$ cat config.mk
export PLATFORM = sky130hd
export DESIGN_NAME = kalman_cv_tracker
export DESIGN_NICKNAME = d
export VERILOG_FILES = /design/src/design/kcv_pkg.sv /design/src/design/kcv_datapath.sv /design/src/design/kcv_ctrl.sv /design/src/design/kalman_cv_tracker.sv
export SDC_FILE = /design/constraint.sdc
export NUM_CORES = 2
export LEC_CHECK = 0
export ABC_CLOCK_PERIOD_IN_PS = 31500
export BUFFER_PORTS_ARGS = -buffer_cell sky130_fd_sc_hd__buf_4
export CAP_MARGIN = 20
export CORE_MARGIN = 1
export CORE_UTILIZATION = 50
export DETAILED_ROUTE_END_ITERATION = 8
export PLACE_DENSITY = 0.61
export SLEW_MARGIN = 5
export SYNTH_ARGS = -nofsm -noshare
export SYNTH_HDL_FRONTEND = slang
export SYNTH_SLANG_ARGS = --single-unit
$ cat constraint.sdc
create_clock -name clk -period 31.5 [get_ports clk]
set_input_delay 0 -clock clk [delete_from_list [all_inputs] [get_ports clk]]
set_output_delay 0 -clock clk [all_outputs]
set_load 0.005 [all_outputs]
$ cat src/design/kcv_pkg.sv
`timescale 1ns / 1ps
// ----------------------------------------------------------------------------
// kcv_pkg: shared types, constants and helpers for the constant-velocity
// tracker. Holds the sequencer states, the command group from controller to
// datapath, and the signed 32-bit saturation helper.
// ----------------------------------------------------------------------------
`default_nettype none

package kcv_pkg;

    localparam int DATA_W        = 32;
    localparam int CFG_IDX_W     = 2;
    localparam int DEF_FRAC_BITS = 16;

    // Configuration register indexes.
    localparam logic [CFG_IDX_W-1:0] REG_Q_POS  = 2'd0;
    localparam logic [CFG_IDX_W-1:0] REG_Q_VEL  = 2'd1;
    localparam logic [CFG_IDX_W-1:0] REG_R_MEAS = 2'd2;

    typedef enum logic [2:0] {
        ST_IDLE,
        ST_PRED,
        ST_DINIT,
        ST_DIV,
        ST_GAIN,
        ST_MUL,
        ST_ACC,
        ST_OUT
    } state_t;

    // One multiply-and-correct operation of the update phase.
    typedef enum logic [2:0] {
        MOP_POS,
        MOP_VEL,
        MOP_PP,
        MOP_PV,
        MOP_VV
    } mop_t;

    typedef struct packed {
        logic load_meas;
        logic predict;
        logic div_init;
        logic div_step;
        logic gain;
        logic mul_en;
        logic acc_en;
        logic out_load;
        mop_t op;
    } cmd_t;

    function automatic logic signed [DATA_W-1:0] sat32(input logic signed [63:0] v);
        logic signed [63:0] max_v;
        logic signed [63:0] min_v;
        max_v = 64'sh0000_0000_7FFF_FFFF;
        min_v = -64'sh0000_0000_8000_0000;
        if (v > max_v) begin
            sat32 = 32'sh7FFF_FFFF;
        end else if (v < min_v) begin
            sat32 = 32'sh8000_0000;
        end else begin
            sat32 = v[DATA_W-1:0];
        end
    endfunction

endpackage

`default_nettype wire

$ cat src/design/kcv_datapath.sv
`timescale 1ns / 1ps
// ----------------------------------------------------------------------------
// kcv_datapath: state, configuration and arithmetic of the tracker.
// Prediction adders, a two-lane restoring divider for the gains, one shared
// signed multiplier and the saturating correction adder.
// ----------------------------------------------------------------------------
`default_nettype none

module kcv_datapath #(
    parameter int FRAC_BITS = kcv_pkg::DEF_FRAC_BITS
) (
    input  wire                                  clk,
    input  wire                                  rst_n,
    input  wire                                  cfg_we,
    input  wire [kcv_pkg::CFG_IDX_W-1:0]         cfg_index,
    input  wire [kcv_pkg::DATA_W-1:0]            cfg_data,
    input  kcv_pkg::cmd_t                        cmd,
    input  wire signed [kcv_pkg::DATA_W-1:0]     measurement,
    output logic signed [kcv_pkg::DATA_W-1:0]    filtered_pos
);

    localparam int NUM_W = kcv_pkg::DATA_W + FRAC_BITS;
    localparam logic [kcv_pkg::DATA_W-1:0] ONE_FX = kcv_pkg::DATA_W'(64'd1 << FRAC_BITS);
    localparam logic [kcv_pkg::DATA_W-1:0] Q_RST  =
        kcv_pkg::DATA_W'(((64'd1 << FRAC_BITS) + 64'd5) / 64'd10);
    localparam logic [kcv_pkg::DATA_W-1:0] R_RST  =
        kcv_pkg::DATA_W'(((64'd1 << FRAC_BITS) + 64'd50) / 64'd100);
    localparam logic [NUM_W-1:0] HALF_RANGE = NUM_W'(64'h8000_0000);
    localparam logic [NUM_W-1:0] POS_MAX    = NUM_W'(64'h7FFF_FFFF);

    logic [31:0] q_pos_reg, q_vel_reg, r_meas_reg;
    logic signed [31:0] est_pos_reg, est_vel_reg, cov_pp_reg, cov_pv_reg, cov_vv_reg;
    logic signed [31:0] meas_reg, pos_p_reg, ppp_reg, ppv_reg, pvv_reg, innov_reg;
    logic signed [31:0] k0_reg, k1_reg, out_reg;
    logic [33:0] s_reg;
    logic s_pos_reg, neg0_reg, neg1_reg;
    logic [33:0] rem0_reg, rem1_reg;
    logic [NUM_W-1:0] d0_reg, d1_reg;
    logic signed [63:0] prod_reg;
    kcv_pkg::mop_t acc_op_reg;

    // Prediction.
    logic signed [31:0] pos_p_next, ppp_next, ppv_next, pvv_next;
    always_comb
    begin
        pos_p_next = kcv_pkg::sat32(64'(est_pos_reg) + 64'(est_vel_reg));
        ppp_next = kcv_pkg::sat32(64'(cov_pp_reg) + (64'(cov_pv_reg) <<< 1)
                                  + 64'(cov_vv_reg) + $signed({32'd0, q_pos_reg}));
        ppv_next = kcv_pkg::sat32(64'(cov_pv_reg) + 64'(cov_vv_reg));
        pvv_next = kcv_pkg::sat32(64'(cov_vv_reg) + $signed({32'd0, q_vel_reg}));
    end

    // Divider setup.
    logic signed [33:0] s_next;
    logic [32:0] mag0, mag1;
    always_comb
    begin
        s_next = 34'(ppp_reg) + $signed({2'b00, r_meas_reg});
        mag0 = ppp_reg[31] ? 33'(-34'(ppp_reg)) : 33'(ppp_reg);
        mag1 = ppv_reg[31] ? 33'(-34'(ppv_reg)) : 33'(ppv_reg);
    end

    // One restoring step per lane.
    logic [34:0] rsh0, rsh1;
    logic ge0, ge1;
    always_comb
    begin
        rsh0 = {rem0_reg, d0_reg[NUM_W-1]};
        rsh1 = {rem1_reg, d1_reg[NUM_W-1]};
        ge0 = rsh0 >= {1'b0, s_reg};
        ge1 = rsh1 >= {1'b0, s_reg};
    end

    function automatic logic signed [31:0] gain_of(input logic [NUM_W-1:0] q, input logic neg);
        if (neg) begin
            gain_of = (q > HALF_RANGE) ? 32'sh8000_0000 : -$signed(q[31:0]);
        end else begin
            gain_of = (q > POS_MAX) ? 32'sh7FFF_FFFF : $signed(q[31:0]);
        end
    endfunction

    // Shared multiplier operands.
    logic signed [31:0] op_a, op_b;
    always_comb
    begin
        unique case (cmd.op)
            kcv_pkg::MOP_POS: begin op_a = k0_reg; op_b = innov_reg; end
            kcv_pkg::MOP_VEL: begin op_a = k1_reg; op_b = innov_reg; end
            kcv_pkg::MOP_PP:  begin op_a = k0_reg; op_b = ppp_reg;   end
            kcv_pkg::MOP_PV:  begin op_a = k0_reg; op_b = ppv_reg;   end
            kcv_pkg::MOP_VV:  begin op_a = k1_reg; op_b = ppv_reg;   end
            default:          begin op_a = k1_reg; op_b = ppv_reg;   end
        endcase
    end

    // Scaled product, floored, then the correction.
    logic signed [31:0] fx;
    logic signed [63:0] fx_w;
    always_comb
    begin
        fx = kcv_pkg::sat32(prod_reg >>> FRAC_BITS);
        fx_w = 64'(fx);
    end

    always_ff @(posedge clk or negedge rst_n)
    begin
        if (!rst_n) begin
            q_pos_reg   <= Q_RST;
            q_vel_reg   <= Q_RST;
            r_meas_reg  <= R_RST;
            est_pos_reg <= '0;
            est_vel_reg <= '0;
            cov_pp_reg  <= ONE_FX;
            cov_pv_reg  <= '0;
            cov_vv_reg  <= ONE_FX;
        end else begin
            if (cfg_we) begin
                unique case (cfg_index)
                    kcv_pkg::REG_Q_POS:  q_pos_reg  <= cfg_data;
                    kcv_pkg::REG_Q_VEL:  q_vel_reg  <= cfg_data;
                    kcv_pkg::REG_R_MEAS: r_meas_reg <= cfg_data;
                    default: ;
                endcase
            end
            if (cmd.acc_en) begin
                unique case (acc_op_reg)
                    kcv_pkg::MOP_POS: est_pos_reg <= kcv_pkg::sat32(64'(pos_p_reg) + fx_w);
                    kcv_pkg::MOP_VEL: est_vel_reg <= kcv_pkg::sat32(64'(est_vel_reg) + fx_w);
                    kcv_pkg::MOP_PP:  cov_pp_reg  <= kcv_pkg::sat32(64'(ppp_reg) - fx_w);
                    kcv_pkg::MOP_PV:  cov_pv_reg  <= kcv_pkg::sat32(64'(ppv_reg) - fx_w);
                    kcv_pkg::MOP_VV:  cov_vv_reg  <= kcv_pkg::sat32(64'(pvv_reg) - fx_w);
                    default: ;
                endcase
            end
        end
    end

    always_ff @(posedge clk)
    begin
        if (cmd.load_meas) begin
            meas_reg <= measurement;
        end
        if (cmd.predict) begin
            pos_p_reg <= pos_p_next;
            ppp_reg   <= ppp_next;
            ppv_reg   <= ppv_next;
            pvv_reg   <= pvv_next;
        end
        if (cmd.div_init) begin
            innov_reg <= kcv_pkg::sat32(64'(meas_reg) - 64'(pos_p_reg));
            s_reg     <= s_next;
            s_pos_reg <= !s_next[33] && (s_next != '0);
            neg0_reg  <= ppp_reg[31];
            neg1_reg  <= ppv_reg[31];
            rem0_reg  <= '0;
            rem1_reg  <= '0;
            d0_reg    <= {mag0[31:0], {FRAC_BITS{1'b0}}};
            d1_reg    <= {mag1[31:0], {FRAC_BITS{1'b0}}};
        end
        if (cmd.div_step) begin
            rem0_reg <= ge0 ? 34'(rsh0 - {1'b0, s_reg}) : rsh0[33:0];
            rem1_reg <= ge1 ? 34'(rsh1 - {1'b0, s_reg}) : rsh1[33:0];
            d0_reg   <= {d0_reg[NUM_W-2:0], ge0};
            d1_reg   <= {d1_reg[NUM_W-2:0], ge1};
        end
        if (cmd.gain) begin
            k0_reg <= s_pos_reg ? gain_of(d0_reg, neg0_reg) : '0;
            k1_reg <= s_pos_reg ? gain_of(d1_reg, neg1_reg) : '0;
        end
        if (cmd.mul_en) begin
            prod_reg   <= 64'(op_a) * 64'(op_b);
            acc_op_reg <= cmd.op;
        end
        if (cmd.out_load) begin
            out_reg <= est_pos_reg;
        end
    end

    assign filtered_pos = out_reg;

endmodule

`default_nettype wire

$ cat src/design/kcv_ctrl.sv
`timescale 1ns / 1ps
// ----------------------------------------------------------------------------
// kcv_ctrl: sequencer of the tracker.
// Steps one request through predict, gain division, five multiply-correct
// operations and the output register, and owns both handshakes.
// ----------------------------------------------------------------------------
`default_nettype none

module kcv_ctrl #(
    parameter int FRAC_BITS = kcv_pkg::DEF_FRAC_BITS
) (
    input  wire            clk,
    input  wire            rst_n,
    input  wire            in_valid,
    output logic           in_stall,
    output logic           out_valid,
    input  wire            out_stall,
    output kcv_pkg::cmd_t  cmd
);

    localparam int DIV_STEPS = kcv_pkg::DATA_W + FRAC_BITS;
    localparam int CNT_W     = $clog2(DIV_STEPS);
    localparam logic [CNT_W-1:0] CNT_LAST = CNT_W'(DIV_STEPS - 1);

    kcv_pkg::state_t state_reg, state_next;
    logic [CNT_W-1:0] cnt_reg, cnt_next;
    kcv_pkg::mop_t op_reg, op_next;
    logic out_valid_reg, out_valid_next;

    always_comb
    begin
        state_next = state_reg;
        cnt_next   = cnt_reg;
        op_next    = op_reg;
        unique case (state_reg)
            kcv_pkg::ST_IDLE:  if (in_valid) state_next = kcv_pkg::ST_PRED;
            kcv_pkg::ST_PRED:  state_next = kcv_pkg::ST_DINIT;
            kcv_pkg::ST_DINIT:
            begin
                state_next = kcv_pkg::ST_DIV;
                cnt_next   = '0;
            end
            kcv_pkg::ST_DIV:
            begin
                if (cnt_reg == CNT_LAST) begin
                    state_next = kcv_pkg::ST_GAIN;
                end else begin
                    cnt_next = cnt_reg + 1'b1;
                end
            end
            kcv_pkg::ST_GAIN:
            begin
                state_next = kcv_pkg::ST_MUL;
                op_next    = kcv_pkg::MOP_POS;
            end
            kcv_pkg::ST_MUL:   state_next = kcv_pkg::ST_ACC;
            kcv_pkg::ST_ACC:
            begin
                if (op_reg == kcv_pkg::MOP_VV) begin
                    state_next = kcv_pkg::ST_OUT;
                end else begin
                    state_next = kcv_pkg::ST_MUL;
                    op_next    = kcv_pkg::mop_t'(op_reg + 3'd1);
                end
            end
            kcv_pkg::ST_OUT:
                if (!out_valid_reg || !out_stall) state_next = kcv_pkg::ST_IDLE;
            default: state_next = kcv_pkg::ST_IDLE;
        endcase
    end

    always_comb
    begin
        cmd           = '0;
        cmd.op        = op_reg;
        cmd.load_meas = (state_reg == kcv_pkg::ST_IDLE) && in_valid;
        cmd.predict   = (state_reg == kcv_pkg::ST_PRED);
        cmd.div_init  = (state_reg == kcv_pkg::ST_DINIT);
        cmd.div_step  = (state_reg == kcv_pkg::ST_DIV);
        cmd.gain      = (state_reg == kcv_pkg::ST_GAIN);
        cmd.mul_en    = (state_reg == kcv_pkg::ST_MUL);
        cmd.acc_en    = (state_reg == kcv_pkg::ST_ACC);
        cmd.out_load  = (state_reg == kcv_pkg::ST_OUT) && (!out_valid_reg || !out_stall);
        if (cmd.out_load) begin
            out_valid_next = 1'b1;
        end else begin
            out_valid_next = out_valid_reg && out_stall;
        end
        in_stall  = (state_reg != kcv_pkg::ST_IDLE);
        out_valid = out_valid_reg;
    end

    always_ff @(posedge clk or negedge rst_n)
    begin
        if (!rst_n) begin
            state_reg     <= kcv_pkg::ST_IDLE;
            cnt_reg       <= '0;
            op_reg        <= kcv_pkg::MOP_POS;
            out_valid_reg <= 1'b0;
        end else begin
            state_reg     <= state_next;
            cnt_reg       <= cnt_next;
            op_reg        <= op_next;
            out_valid_reg <= out_valid_next;
        end
    end

`ifndef SYNTHESIS
    a_no_overwrite: assert property (@(posedge clk) disable iff (!rst_n)
        cmd.out_load |-> !(out_valid_reg && out_stall))
        else $error("output register overwritten while a request waits");

    a_out_from_seq: assert property (@(posedge clk) disable iff (!rst_n)
        $rose(out_valid_reg) |-> $past(state_reg) == kcv_pkg::ST_OUT)
        else $error("result raised outside the output step");

    a_div_count: assert property (@(posedge clk) disable iff (!rst_n)
        state_reg == kcv_pkg::ST_GAIN |-> $past(cnt_reg) == CNT_LAST)
        else $error("gain taken before the division finished");

    a_one_cmd: assert property (@(posedge clk) disable iff (!rst_n)
        $onehot0({cmd.predict, cmd.div_init, cmd.div_step, cmd.gain,
                  cmd.mul_en, cmd.acc_en}))
        else $error("datapath given more than one command");
`endif

endmodule

`default_nettype wire

$ cat src/design/kalman_cv_tracker.sv
`timescale 1ns / 1ps
// ----------------------------------------------------------------------------
// kalman_cv_tracker: two-state constant-velocity Kalman filter
// Predicts position and velocity, divides for the gain, corrects the state
// and covariance, and returns the filtered position in signed fixed point.
// ----------------------------------------------------------------------------
//
//   Channel   Signals                         Direction
//   -------   -----------------------------   ---------
//   input     in_valid, in_stall, measurement  request in
//   output    out_valid, out_stall, filtered_pos  request out
//   config    cfg_we, cfg_index, cfg_data      register write
//
// A request passes from acceptance to the output register through a
// predict step, a divider setup step, the bit-serial gain divider that
// retires one quotient bit per cycle, a gain step, five shared multiplies
// each followed by its correction, and the output step. The next request
// is taken in the idle state that follows, so a new request is never taken
// before the last one is through. The finished result waits in the output
// register, so a stall downstream only delays the next request at its final
// step. Reset loads the default noise registers, zero state and unit
// variances.
// ----------------------------------------------------------------------------
`default_nettype none

module kalman_cv_tracker #(
    parameter int FRAC_BITS = kcv_pkg::DEF_FRAC_BITS
) (
    input  wire                                 clk,
    input  wire                                 rst_n,
    input  wire                                 cfg_we,
    input  wire [kcv_pkg::CFG_IDX_W-1:0]        cfg_index,
    input  wire [kcv_pkg::DATA_W-1:0]           cfg_data,
    input  wire                                 in_valid,
    output logic                                in_stall,
    input  wire signed [kcv_pkg::DATA_W-1:0]    measurement,
    output logic                                out_valid,
    input  wire                                 out_stall,
    output logic signed [kcv_pkg::DATA_W-1:0]   filtered_pos
);

    // Commands from the sequencer into the arithmetic.
    kcv_pkg::cmd_t cmd;

    kcv_ctrl #(
        .FRAC_BITS (FRAC_BITS)
    ) u_ctrl (
        .clk       (clk),
        .rst_n     (rst_n),
        .in_valid  (in_valid),
        .in_stall  (in_stall),
        .out_valid (out_valid),
        .out_stall (out_stall),
        .cmd       (cmd)
    );

    kcv_datapath #(
        .FRAC_BITS (FRAC_BITS)
    ) u_datapath (
        .clk          (clk),
        .rst_n        (rst_n),
        .cfg_we       (cfg_we),
        .cfg_index    (cfg_index),
        .cfg_data     (cfg_data),
        .cmd          (cmd),
        .measurement  (measurement),
        .filtered_pos (filtered_pos)
    );

endmodule

`default_nettype wire
==> impl_metrics.py <==
metrics = {
    "global_routing": {
        "antenna_found_initial": 12,
        "grt_usage": 0.327,
        "grt_pass1_wl_um": 458000,
        "grt_max_degree": 122,
        "grt_pass1_vias": 74000,
        "grt-ovfl-total": 0,
    },
    "cts": {
        "cts_made_buffers": 96,
        "numClockSinks": 809,
        "htreeDepth": 3,
        "tritoncts": "built",
        "cts_buffer_depth": 3,
        "clk_latency_ns": 0.76,
        "cts.clk_slew.worst_paths_ns": 0.06,
        "cts_resized": 0,
        "cts-root-buf": "clkbuf_16",
    },
    "logic_synthesis": {
        "yosys_warnings": 0,
        "syn_nets": 11700,
        "seq_area_frac_synth": 0.249,
        "synth_seq_cells": 809,
        "avgSynthCellArea_sq_um": 9.34,
        "netlist_area_sq_um": 92300,
        "synth_cells": 9884,
        "synth_edf_count": 540,
        "synthArstFlopShare": 0.333,
        "synth_cell_types": 83,
        "yosys.area.top_type": "fa_1",
        "synth.area.top_cells": "fa_1 (24%), edfxtp_1 (18%), ha_1 (8.7%)",
        "ys.flop_type": "edfxtp_1",
        "synth_top_area_share": 0.244,
    },
    "worst_setup_path": {
        "slowest_delay_ns": 0.88,
        "cp_slowest_cell": "a221o_1",
        "worstPathMaxFanout": 55,
        "critPathCaptureType": "flop",
        "worst_setup_path_start_kind": "flop",
        "arrival_ns": 11.93,
        "critPathRequiredTime_ns": 31.97,
        "crit_type": "flop to flop",
    },
    "placed_design": {
        "globalplace.congestion": 0.965,
        "portBuffers": 104,
        "dp_hpwl_um": 238000,
        "dp_cells": 12200,
    },
    "die": {
        "row_count": 157,
        "design.die.area_sq_um": 186000,
        "fp.dieH_um": 432,
        "floorplan.initialDensity": 0.504,
        "die_width_um": 432,
        "io_pins": 105,
        "core_region_area_sq_um": 183000,
    },
    "layout": {
        "nets": 11800,
        "final-instance-count-excl-fill": 12500,
        "layout_commonest_cell": "inv_1",
        "drive_above_1_share": 0.0751,
        "mostFrequentLayoutCells": "inv_1 (1422), fa_1 (1127), nor2_1 (1006)",
        "syn_to_final_growth_pct": 9.59,
    },
    "sta": {
        "tns_ns": 0,
        "period_needed_ns": 11.46,
        "final_hold_viol_count": 0,
        "worst_slew_pin_slew_ns": 1.34,
        "finalSetupViolCount": 0,
        "clock_skew_ns": 0.0888,
        "rsz0062_at_grt": "no",
        "final-max-slew-violation-count": 0,
        "fin_crit_sh": 0.364,
        "slew_headroom": 0.106,
        "max_freq_mhz": 87.2,
    },
    "pwr": {
        "powerDensity_nw_per_um2": 25.7,
        "power.total_w": 0.00260,
        "leakagePower_nw": 47.4,
        "ir_drop_uv": 47.4,
    },
    "route": {
        "num_vias": 73500,
        "totalWireLength_um": 301000,
        "avgRoutedWirePerCell_um": 24.0,
        "avgViaCountPerCell": 5.86,
        "initialDrtViolationCount": 6408,
        "ant_nets": 0,
        "drc": 0,
        "dr.pass1.iters": 6,
    },
    "worst_hold_path": {
        "worst_hold_path_type": "primary input to flop",
    },
    "run": {
        "drv_cap": 0,
    },
    "outcome": {
        "status": "finished clean",
    },
}
## layer usage
metal,GRT usage,wire length (um),vias to the layer above
met3,0.0543,22200,502
met2,0.513,136000,2722
met4,0.128,13200,4
met1,0.452,129000,37000
met5,0,35,-
li1,-,-,33300
## critical path: cells and delay by family (launching register included)
family / cells / cell delay, ns
compound gates: 5 / 1.74
xor+xnor: 1 / 0.12
fa+ha+maj: 10 / 5.10
buf+inv: 10 / 2.30
flops: 1 / 0.39
simple gates: 6 / 1.56
## per-stage QoR
step / util / worst slack, ns / instance area [sq um] / hold slack [ns]
2_1_floorplan: - / 20.54 / 92300 / -0.296
3_3_place_gp: 0.526 / 20.14 / 96400 / 0.0479
3_5_place_dp: 0.526 / 20.02 / 96500 / 0.0645
4_1_cts: 0.551 / 20.04 / 101000 / 0.00424
5_1_grt: 0.552 / 19.28 / 101000 / 0.0388
6_report: 0.552 / 20.04 / 101000 / 0.0650
## path summary, 6_finish.rpt
path	start	to	slack, ns	cells after the start
max	u_ctrl.op_reg[0]	u_datapath.prod_reg[63]	20.04	32
min	cfg_data[1]	u_datapath.q_pos_reg[1]	0.07	4
max reg2reg	u_ctrl.op_reg[0]	u_datapath.prod_reg[63]	20.04	32
min reg2reg	u_datapath.cov_pp_reg[16]	u_datapath.cov_pp_reg[16]	0.48	2
max in group asynchronous	rst_n	u_datapath.q_pos_reg[6]	30.13	4
min in group asynchronous	rst_n	u_datapath.cov_vv_reg[16]	0.39	3
## power by group
group          switching, W  internal, W  total [W]
logic              0.000108    0.0000937   0.000202
clock network      0.000499     0.000707    0.00121
registers         0.0000256      0.00116    0.00119
total              0.000632      0.00196    0.00260
## repair_timing
action	in CTS	in global routing
setup buffers	0	0
hold buffers	117	0
hold endpoints to repair	243	0
## synth_stat cells (all sizes together), types with 17 or more instances
master  number
buf         25
a221o       51
mux2       129
o31ai       47
nand2b      76
nor3       108
fa        1127
o211ai      23
a221oi      50
and3        81
nand2      964
xnor2      269
o21bai      64
and2        66
nand3       96
nor2      1016
a211o       19
or2         45
inv       1423
mux2i       42
o41ai       22
dfrtp      247
dfstp       22
edfxtp     540
or3         59
o21ai      449
clkbuf     350
a31oi       61
o221a       31
ha         645
a21oi      601
maj3        27
nor2b       89
a21boi      26
xor2       212
nor4        28
a21o       291
or4         17
o21a       123
nand4       53
a211oi      72
## final cells by class
type | instances | area, sq um
timing repair buffer | 384 | 3270
clock inverter | 57 | 733
fill | 16500 | 82100
inverter | 1426 | 5360
clock buffer | 125 | 2660
multi-input combinational | 7274 | 63100
antenna | 7 | 17.5
sequential | 809 | 23000
tap | 2464 | 3080
## cell families (layout without fill, tap and decap cells)
kind of cell             count (synthesis)  after routing  synth area share
AO/OA/AOI/OAI                         2068           2068             0.145
XOR/XNOR                               481            481            0.0456
adder cells (fa/ha/maj)               1799           1799             0.335
buffers and inverters                 1801           1992            0.0732
flip-flops                             809            809             0.249
multiplexers                           171            171            0.0203
other                                    0              7                 0
AND/OR/NAND/NOR                       2755           2755             0.132
Power figures use the tool's default switching activity.
